[src/design/ehmt_pkg.sv]
// Shared types and codes for the event handler match table.
package ehmt_pkg;

    localparam int TYPE_W      = 8;
    localparam int RID_W       = 16;
    localparam int SLOT_W      = 5;
    localparam int REQ_W       = 2;
    localparam int KIND_W      = 2;
    localparam int DEPTH_DEF   = 32;
    localparam int S_DATA_W    = 24;
    localparam int S_USER_W    = 3;
    localparam int M_DATA_W    = 24;
    localparam int M_USER_W    = 3;

    localparam logic [REQ_W-1:0] REQ_REG_GLOBAL   = 2'd0;
    localparam logic [REQ_W-1:0] REQ_REG_RECEIVER = 2'd1;
    localparam logic [REQ_W-1:0] REQ_DISPATCH     = 2'd2;

    localparam logic [KIND_W-1:0] KIND_REPLY   = 2'd0;
    localparam logic [KIND_W-1:0] KIND_MATCH   = 2'd1;
    localparam logic [KIND_W-1:0] KIND_NOMATCH = 2'd2;

    typedef struct packed {
        logic [TYPE_W-1:0] etype;
        logic [RID_W-1:0]  rid;
    } entry_t;

    typedef struct packed {
        logic              wr_en;
        logic [SLOT_W-1:0] wr_slot;
        logic              rot;
    } row_ctrl_t;

endpackage

[src/design/ehmt_cell.sv]
// One table slot: holds an entry, loads on write, takes its neighbor's entry on rotate.
module ehmt_cell (
    input  logic            aclk,
    input  logic            load,
    input  ehmt_pkg::entry_t wr_entry,
    input  logic            shift,
    input  ehmt_pkg::entry_t nb_entry,
    output ehmt_pkg::entry_t entry
);
    import ehmt_pkg::*;

    entry_t entry_reg;

    always_ff @(posedge aclk) begin
        if (load) begin
            entry_reg <= wr_entry;
        end else if (shift) begin
            entry_reg <= nb_entry;
        end
    end

    assign entry = entry_reg;

endmodule

[src/design/ehmt_row.sv]
// Circular row of table cells; cell 0 is the head seen by the scanner.
module ehmt_row #(
    parameter int DEPTH = ehmt_pkg::DEPTH_DEF
) (
    input  logic               aclk,
    input  ehmt_pkg::row_ctrl_t ctrl,
    input  ehmt_pkg::entry_t    wr_entry,
    output ehmt_pkg::entry_t    head
);
    import ehmt_pkg::*;

    entry_t cell_q [DEPTH];

    for (genvar i = 0; i < DEPTH; i++) begin : g_cell
        ehmt_cell u_cell (
            .aclk     (aclk),
            .load     (ctrl.wr_en && (ctrl.wr_slot == SLOT_W'(i))),
            .wr_entry (wr_entry),
            .shift    (ctrl.rot),
            .nb_entry (cell_q[(i + 1) % DEPTH]),
            .entry    (cell_q[i])
        );
    end

    assign head = cell_q[0];

endmodule

[src/design/event_handler_match_table.sv]
// Event subscription match table: two append-only tables scanned by rotating cell rows.
// A registration is accepted and answered from the output register. A dispatch is accepted,
// then rotates each scanned row once around, one slot per cycle while the output is free:
// the receiver table for a directed event, global then receiver for a broadcast, then the final
// word is loaded; a stalled output pauses the scan. Each match word is held back until the next
// match or the end of the scan so the final one can carry tlast.
module event_handler_match_table #(
    parameter int TABLE_DEPTH = ehmt_pkg::DEPTH_DEF
) (
    input  logic                          aclk,
    input  logic                          aresetn,
    input  logic                          s_tvalid,
    output logic                          s_tready,
    // etype[7:0], rid[23:8]
    input  logic [ehmt_pkg::S_DATA_W-1:0] s_tdata,
    // req_type[1:0], to_any[2]
    input  logic [ehmt_pkg::S_USER_W-1:0] s_tuser,
    output logic                          m_tvalid,
    input  logic                          m_tready,
    // slot_index[4:0], matched_receiver[20:5], accepted[21], zero[23:22]
    output logic [ehmt_pkg::M_DATA_W-1:0] m_tdata,
    // result_kind[1:0], from_receiver_list[2]
    output logic [ehmt_pkg::M_USER_W-1:0] m_tuser,
    output logic                          m_tlast
);
    import ehmt_pkg::*;

    localparam int FILL_W = $clog2(TABLE_DEPTH + 1);
    localparam logic [FILL_W-1:0] FILL_FULL = FILL_W'(TABLE_DEPTH);
    localparam logic [SLOT_W-1:0] IDX_LAST  = SLOT_W'(TABLE_DEPTH - 1);

    localparam logic [1:0] ST_IDLE = 2'd0;
    localparam logic [1:0] ST_SCAN = 2'd1;
    localparam logic [1:0] ST_DONE = 2'd2;

    logic [1:0]        state_reg, state_next;
    logic              phase_rx_reg, phase_rx_next;
    logic [SLOT_W-1:0] idx_reg, idx_next;
    logic              any_reg, any_next;
    logic [TYPE_W-1:0] key_type_reg, key_type_next;
    logic [RID_W-1:0]  key_id_reg, key_id_next;
    logic [FILL_W-1:0] gfill_reg, gfill_next;
    logic [FILL_W-1:0] rfill_reg, rfill_next;

    logic              pend_valid_reg, pend_valid_next;
    logic              pend_rx_reg, pend_rx_next;
    logic [SLOT_W-1:0] pend_slot_reg, pend_slot_next;
    logic [RID_W-1:0]  pend_id_reg, pend_id_next;

    logic              m_tvalid_reg, m_tvalid_next;
    logic [KIND_W-1:0] o_kind_reg, o_kind_next;
    logic              o_rx_reg, o_rx_next;
    logic [SLOT_W-1:0] o_slot_reg, o_slot_next;
    logic [RID_W-1:0]  o_id_reg, o_id_next;
    logic              o_acc_reg, o_acc_next;
    logic              o_last_reg, o_last_next;

    logic [REQ_W-1:0]  in_req;
    logic [TYPE_W-1:0] in_type;
    logic [RID_W-1:0]  in_rid;
    logic              in_any;
    logic              out_free;
    logic              accept;
    logic              step;
    logic              hit;
    logic [FILL_W-1:0] scan_fill;
    entry_t            head_g, head_r, head;
    entry_t            wr_entry;
    row_ctrl_t         ctrl_g, ctrl_r;

    assign in_req  = s_tuser[1:0];
    assign in_any  = s_tuser[2];
    assign in_type = s_tdata[7:0];
    assign in_rid  = s_tdata[23:8];

    assign out_free = !m_tvalid_reg || m_tready;
    assign s_tready = (state_reg == ST_IDLE) && out_free;
    assign accept   = s_tvalid && s_tready;
    assign step     = (state_reg == ST_SCAN) && out_free;

    assign head      = phase_rx_reg ? head_r : head_g;
    assign scan_fill = phase_rx_reg ? rfill_reg : gfill_reg;
    assign hit = (FILL_W'(idx_reg) < scan_fill) && (head.etype == key_type_reg) &&
                 (!phase_rx_reg || any_reg || (head.rid == key_id_reg));

    always_comb begin
        wr_entry.etype = in_type;
        wr_entry.rid   = (in_req == REQ_REG_RECEIVER) ? in_rid : '0;
        ctrl_g.wr_en   = accept && (in_req == REQ_REG_GLOBAL) && (gfill_reg < FILL_FULL);
        ctrl_g.wr_slot = SLOT_W'(gfill_reg);
        ctrl_g.rot     = step && !phase_rx_reg;
        ctrl_r.wr_en   = accept && (in_req == REQ_REG_RECEIVER) && (rfill_reg < FILL_FULL);
        ctrl_r.wr_slot = SLOT_W'(rfill_reg);
        ctrl_r.rot     = step && phase_rx_reg;
    end

    ehmt_row #(.DEPTH(TABLE_DEPTH)) u_row_global (
        .aclk     (aclk),
        .ctrl     (ctrl_g),
        .wr_entry (wr_entry),
        .head     (head_g)
    );

    ehmt_row #(.DEPTH(TABLE_DEPTH)) u_row_receiver (
        .aclk     (aclk),
        .ctrl     (ctrl_r),
        .wr_entry (wr_entry),
        .head     (head_r)
    );

    always_comb begin
        state_next      = state_reg;
        phase_rx_next   = phase_rx_reg;
        idx_next        = idx_reg;
        any_next        = any_reg;
        key_type_next   = key_type_reg;
        key_id_next     = key_id_reg;
        gfill_next      = gfill_reg;
        rfill_next      = rfill_reg;
        pend_valid_next = pend_valid_reg;
        pend_rx_next    = pend_rx_reg;
        pend_slot_next  = pend_slot_reg;
        pend_id_next    = pend_id_reg;
        m_tvalid_next   = m_tvalid_reg && !m_tready;
        o_kind_next     = o_kind_reg;
        o_rx_next       = o_rx_reg;
        o_slot_next     = o_slot_reg;
        o_id_next       = o_id_reg;
        o_acc_next      = o_acc_reg;
        o_last_next     = o_last_reg;

        case (state_reg)
            ST_IDLE: begin
                if (accept) begin
                    case (in_req)
                        REQ_REG_GLOBAL: begin
                            m_tvalid_next = 1'b1;
                            o_kind_next   = KIND_REPLY;
                            o_rx_next     = 1'b0;
                            o_id_next     = '0;
                            o_last_next   = 1'b1;
                            if (gfill_reg < FILL_FULL) begin
                                o_slot_next = SLOT_W'(gfill_reg);
                                o_acc_next  = 1'b1;
                                gfill_next  = gfill_reg + 1'b1;
                            end else begin
                                o_slot_next = '0;
                                o_acc_next  = 1'b0;
                            end
                        end
                        REQ_REG_RECEIVER: begin
                            m_tvalid_next = 1'b1;
                            o_kind_next   = KIND_REPLY;
                            o_rx_next     = 1'b1;
                            o_id_next     = in_rid;
                            o_last_next   = 1'b1;
                            if (rfill_reg < FILL_FULL) begin
                                o_slot_next = SLOT_W'(rfill_reg);
                                o_acc_next  = 1'b1;
                                rfill_next  = rfill_reg + 1'b1;
                            end else begin
                                o_slot_next = '0;
                                o_acc_next  = 1'b0;
                            end
                        end
                        REQ_DISPATCH: begin
                            state_next      = ST_SCAN;
                            phase_rx_next   = !in_any;
                            idx_next        = '0;
                            any_next        = in_any;
                            key_type_next   = in_type;
                            key_id_next     = in_rid;
                            pend_valid_next = 1'b0;
                        end
                        default: begin
                        end
                    endcase
                end
            end
            ST_SCAN: begin
                if (step) begin
                    if (hit) begin
                        if (pend_valid_reg) begin
                            m_tvalid_next = 1'b1;
                            o_kind_next   = KIND_MATCH;
                            o_rx_next     = pend_rx_reg;
                            o_slot_next   = pend_slot_reg;
                            o_id_next     = pend_id_reg;
                            o_acc_next    = 1'b0;
                            o_last_next   = 1'b0;
                        end
                        pend_valid_next = 1'b1;
                        pend_rx_next    = phase_rx_reg;
                        pend_slot_next  = idx_reg;
                        pend_id_next    = phase_rx_reg ? head.rid : '0;
                    end
                    if (idx_reg == IDX_LAST) begin
                        idx_next = '0;
                        if (phase_rx_reg) begin
                            state_next = ST_DONE;
                        end else begin
                            phase_rx_next = 1'b1;
                        end
                    end else begin
                        idx_next = idx_reg + 1'b1;
                    end
                end
            end
            ST_DONE: begin
                if (out_free) begin
                    m_tvalid_next   = 1'b1;
                    o_acc_next      = 1'b0;
                    o_last_next     = 1'b1;
                    pend_valid_next = 1'b0;
                    state_next      = ST_IDLE;
                    if (pend_valid_reg) begin
                        o_kind_next = KIND_MATCH;
                        o_rx_next   = pend_rx_reg;
                        o_slot_next = pend_slot_reg;
                        o_id_next   = pend_id_reg;
                    end else begin
                        o_kind_next = KIND_NOMATCH;
                        o_rx_next   = 1'b0;
                        o_slot_next = '0;
                        o_id_next   = '0;
                    end
                end
            end
            default: begin
                state_next = ST_IDLE;
            end
        endcase
    end

    always_ff @(posedge aclk) begin
        if (!aresetn) begin
            state_reg      <= ST_IDLE;
            phase_rx_reg   <= 1'b0;
            idx_reg        <= '0;
            gfill_reg      <= '0;
            rfill_reg      <= '0;
            pend_valid_reg <= 1'b0;
            m_tvalid_reg   <= 1'b0;
        end else begin
            state_reg      <= state_next;
            phase_rx_reg   <= phase_rx_next;
            idx_reg        <= idx_next;
            gfill_reg      <= gfill_next;
            rfill_reg      <= rfill_next;
            pend_valid_reg <= pend_valid_next;
            m_tvalid_reg   <= m_tvalid_next;
        end
    end

    always_ff @(posedge aclk) begin
        any_reg       <= any_next;
        key_type_reg  <= key_type_next;
        key_id_reg    <= key_id_next;
        pend_rx_reg   <= pend_rx_next;
        pend_slot_reg <= pend_slot_next;
        pend_id_reg   <= pend_id_next;
        o_kind_reg    <= o_kind_next;
        o_rx_reg      <= o_rx_next;
        o_slot_reg    <= o_slot_next;
        o_id_reg      <= o_id_next;
        o_acc_reg     <= o_acc_next;
        o_last_reg    <= o_last_next;
    end

    assign m_tvalid = m_tvalid_reg;
    assign m_tdata  = {2'b00, o_acc_reg, o_id_reg, o_slot_reg};
    assign m_tuser  = {o_rx_reg, o_kind_reg};
    assign m_tlast  = o_last_reg;

    a_gfill_bound: assert property (@(posedge aclk) disable iff (!aresetn)
        gfill_reg <= FILL_FULL)
        else $error("global fill count past table depth");

    a_rfill_bound: assert property (@(posedge aclk) disable iff (!aresetn)
        rfill_reg <= FILL_FULL)
        else $error("receiver fill count past table depth");

    a_global_phase: assert property (@(posedge aclk) disable iff (!aresetn)
        (state_reg == ST_SCAN && !phase_rx_reg) |-> any_reg)
        else $error("global table scanned for a directed event");

    a_nomatch_last: assert property (@(posedge aclk) disable iff (!aresetn)
        (m_tvalid_reg && (o_kind_reg == KIND_NOMATCH || o_kind_reg == KIND_REPLY))
            |-> o_last_reg)
        else $error("single-word reply without last flag");

    a_done_flush: assert property (@(posedge aclk) disable iff (!aresetn)
        (state_reg == ST_DONE && out_free) |=> (m_tvalid_reg && o_last_reg))
        else $error("final word not sent at end of scan");

endmodule
[config.mk]
export PLATFORM = sky130hd
export DESIGN_NAME = event_handler_match_table
export DESIGN_NICKNAME = d
export VERILOG_FILES = /design/src/design/ehmt_pkg.sv /design/src/design/ehmt_cell.sv /design/src/design/ehmt_row.sv /design/src/design/event_handler_match_table.sv
export SDC_FILE = /design/constraint.sdc
export NUM_CORES = 2
export LEC_CHECK = 0
export ABC_AREA = 1
export ABC_CLOCK_PERIOD_IN_PS = 3800
export BUFFER_PORTS_ARGS = -buffer_cell sky130_fd_sc_hd__buf_2
export CAP_MARGIN = 20
export CORE_AREA = 2 2 329 331
export DETAILED_ROUTE_END_ITERATION = 7
export DIE_AREA = 0 0 331 333
export PLACE_DENSITY_LB_ADDON = 0.08
export SLEW_MARGIN = 20
export SYNTH_ARGS = -nofsm -noshare
export SYNTH_HDL_FRONTEND = slang
export SYNTH_SLANG_ARGS = --single-unit
[constraint.sdc]
create_clock -name aclk -period 3.8 [get_ports aclk]
set_input_delay 0 -clock aclk [delete_from_list [all_inputs] [get_ports aclk]]
set_output_delay 0 -clock aclk [all_outputs]
set_load 0.01 [all_outputs]
==> results by group <==
Yosys
  – Gate Count Post-Synth: 5728
  – Ys async rst share: 0
  – Dominant synthesized flop cell: edfxtp_1
  – EDFF count, synth: 1609
  – Syn_area_per_cell: 11.7 sq um
  – Sequential area share after synthesis: 0.730
  – Number of synthesized register bits: 1631
  – YS warnings: 0
  – Share of the synthesized area in the top cell type: 0.723
  – Cells taking the most area after synthesis: edfxtp_1 (72%), nand2_1 (7.4%), o21ai_0 (6.3%)
  – Post-Syn Area: 66800 sq um
  – Distinct cells, synth: 43
  – Area leader, netlist: edfxtp_1

Critical path
  – Crit-path max FO: 48
  – Worst path arrival time: 4180 ps
  – Worst Setup End Kind: flip-flop
  – CP Depth: 12
  – Crit start category: flip-flop
  – Type of the worst setup path: flip-flop to flip-flop
  – Max stage delay on crit path: 680 ps
  – Worst EP required: 4300 ps
  – Flop-to-flop setup slack: 120 ps
  – Crit-path slowest cell: dlygate4sd3_1
  – Crit path max-delay family: buffers and inverters
  – CP Buf/Inv Count: 5
  – Worst-path cell chain: inv_1, ha_1, inv_2, nor2_4, nand2_4, dlygate4sd3_1, nor2_8, inv_2, nor2_8, nand2_1, buf_4, o21ai_0
  – Crit Reg-Reg Endpoint: u_row_receiver.g_cell[0].u_cell.entry[3]$_DFFE_PP_
  – R2r worst-path depth: 12
  – FF-to-FF Start: state_reg[1]$_SDFFE_PN0P_

Route
  – Number of antenna-violating nets in the routed design: 0
  – Via Count: 40610
  – Detailed Routing Iterations Pass 1: 6
  – Total length of routed wires: 146000 microns
  – Vias per cell: 5.53
  – Remaining DRCs: 0
  – Avg WL per Cell: 20.0 microns
  – Initial DRC count: 4837

Global route
  – Initial antenna violation count: 5
  – First-pass GRT wire length: 223000 microns
  – Vias in the first global route: 37360
  – Gr ovfl total: 0
  – Largest net degree at the start of global routing: 50
  – Aggregate global-route resource usage: 0.270

Die
  – Die Ht: 333 microns
  – IO Count: 61
  – Rows: 120
  – Die area: 110000 sq um
  – Die width: 331 microns
  – Core area: 107000 sq um
  – Initial Utilization: 0.627

Clock network
  – CTS root buf: clkbuf_16
  – CTS Sinks: 1631
  – Clock Latency Late Sink: 780 ps
  – Post CTS Setup Buffer Count: 0
  – CTS H-tree lvls: 4
  – CTS tree: done
  – TritonCTS buffer count: 164
  – Clk slew on worst S/H paths: 60 ps
  – Clock buffer depth: 3

Worst hold path
  – Hold Path Origin: s_tdata[18]
  – Hold EP: key_id_reg[10]$_DFFE_PP_
  – Hold path depth: 2
  – Hold WC Path Type: input pin to flip-flop

Placed design
  – IO Port Bufs: 58
  – Placer Congestion: 0.942
  – Dpl hpwl: 90700 microns

STA
  – Relative slew slack: 0.264
  – Tmin final: 3680 ps
  – RSZ-0062 raised after global routing: false
  – Setup TNS: 0 ps
  – Final setup fails: 0
  – Hold Vio Cnt, Final: 0
  – Skew final: 26.3 ps
  – Final Max Tran Viols: 0
  – FMAX: 272 MHz
  – Worst-Margin Slew: 1100 ps
  – Tcrit/Tclk final: 0.968

Layout
  – Nets: 5854
  – Synthesis-to-layout area growth: 10.5%
  – Final core utilization: 0.693
  – Fraction of layout cells with a size suffix above 1: 0.0918
  – Layout fillers: 7570
  – Antenna cells: 0

Run
  – Number of max-cap violations: 0

Run status
  – Status: complete, no violations

Pwr
  – P_leak: 30.0 nW
  – Worst IR Drop VDD: 0.461 mV
  – Pwr Density: 631 nW/um^2
==> per-stage QoR <==
step           setup WS, ps  total power [W]  cells  hold WS (ps)  instance area, sq um
3_3_place_gp            853           0.0309   6985           194                 68100
3_5_place_dp            750           0.0309   6985           195                 68100
6_report                120           0.0466   7337          76.6                 73800
5_1_grt                37.2           0.0484   7337          51.8                 73800
4_1_cts                 138           0.0467   7337          44.0                 73800
2_1_floorplan           344           0.0288   5729          98.9                 66800
==> layout by cell type, fill, tap and decap left out, types with 6 or more instances in the layout <==
cell           instances
inv_6                  6
clkinv_1              36
edfxtp_1            1609
ha_1                  22
clkinv_2              33
clkbuf_1              40
nor3_1                 9
buf_4                147
o21ai_0              846
o21ai_1              213
nand2_4               21
nand3_1               23
clkbuf_16            170
bufinv_16             12
nor2_1               546
nand2_2               34
dlygate4sd3_1         53
dfxtp_1               21
inv_2                 31
inv_1                603
nand3_2                6
a21oi_1               19
nand2_1             1314
buf_2                 58
==> how the worst max path moves through the flow <==
stage,startpoint,slack (ps),to
finish,state_reg[1]$_SDFFE_PN0P_,120,u_row_receiver.g_cell[0].u_cell.entry[3]$_DFFE_PP_
floorplan,phase_rx_reg$_SDFFE_PN0P_,340,o_acc_reg$_SDFFCE_PN0P_
global route,state_reg[1]$_SDFFE_PN0P_,40,u_row_receiver.g_cell[14].u_cell.entry[22]$_DFFE_PP_
global placement,state_reg[0]$_SDFFE_PN0P_,850,u_row_receiver.g_cell[1].u_cell.entry[6]$_DFFE_PP_
CTS,state_reg[1]$_SDFFE_PN0P_,140,u_row_receiver.g_cell[1].u_cell.entry[12]$_DFFE_PP_
detailed placement,state_reg[1]$_SDFFE_PN0P_,750,u_row_global.g_cell[9].u_cell.entry[6]$_DFFE_PP_
==> Yosys cell counts, drive strengths merged, types with 3 or more instances <==
cell,count
dfxtp,22
nand3,29
edfxtp,1609
nor3,10
ha,22
clkinv,8
nand3b,3
o22ai,5
a21oi,20
nand2,1369
clkbuf,231
inv,635
nor2,553
o211ai,5
buf,121
a22o,5
o21ai,1064
==> cell families (layout without fill, tap and decap cells) <==
kind of cell,count (synthesis),in the layout,share of synthesized area
fa+ha+maj,22,22,0.00412
xor+xnor,2,2,0.000262
buf+inv,995,1200,0.0647
flops,1631,1631,0.730
other cells,1,2,0.0000561
compound gates,1108,1108,0.0842
simple gates,1969,1969,0.117
==> what timing repair did <==
item / in CTS / in global routing
hold buffers: 53 / 0
gates resized for setup: 0 / 3
setup endpoints to repair: 0 / 51
endpoints found under the hold margin: 114 / 0
==> power breakdown <==
part           total (W)  leakage, nW  switching, W  internal, W
registers         0.0255         14.8       0.00129       0.0242
clock network     0.0157         2.53       0.00667      0.00903
logic            0.00539         12.6       0.00366      0.00173
total             0.0466         30.0        0.0116       0.0349
==> routing by layer <==
layer	track usage	part of all wire
met1	0.426	0.44
met2	0.363	0.41
met3	0.0688	0.11
met4	0.0947	0.033
met5	0	0.000055
==> cell type report <==
class                      instances  area (sq um)  area share
sequential                      1631         48800       0.660
multi-input combinational       3103         13800       0.187
timing repair buffer             258          1920      0.0261
clock inverter                    88           779      0.0106
clock buffer                     211          4420      0.0598
tap                             1403          1760      0.0238
inverter                         643          2430      0.0329
No activity file was read; power rests on OpenSTA's default activity.
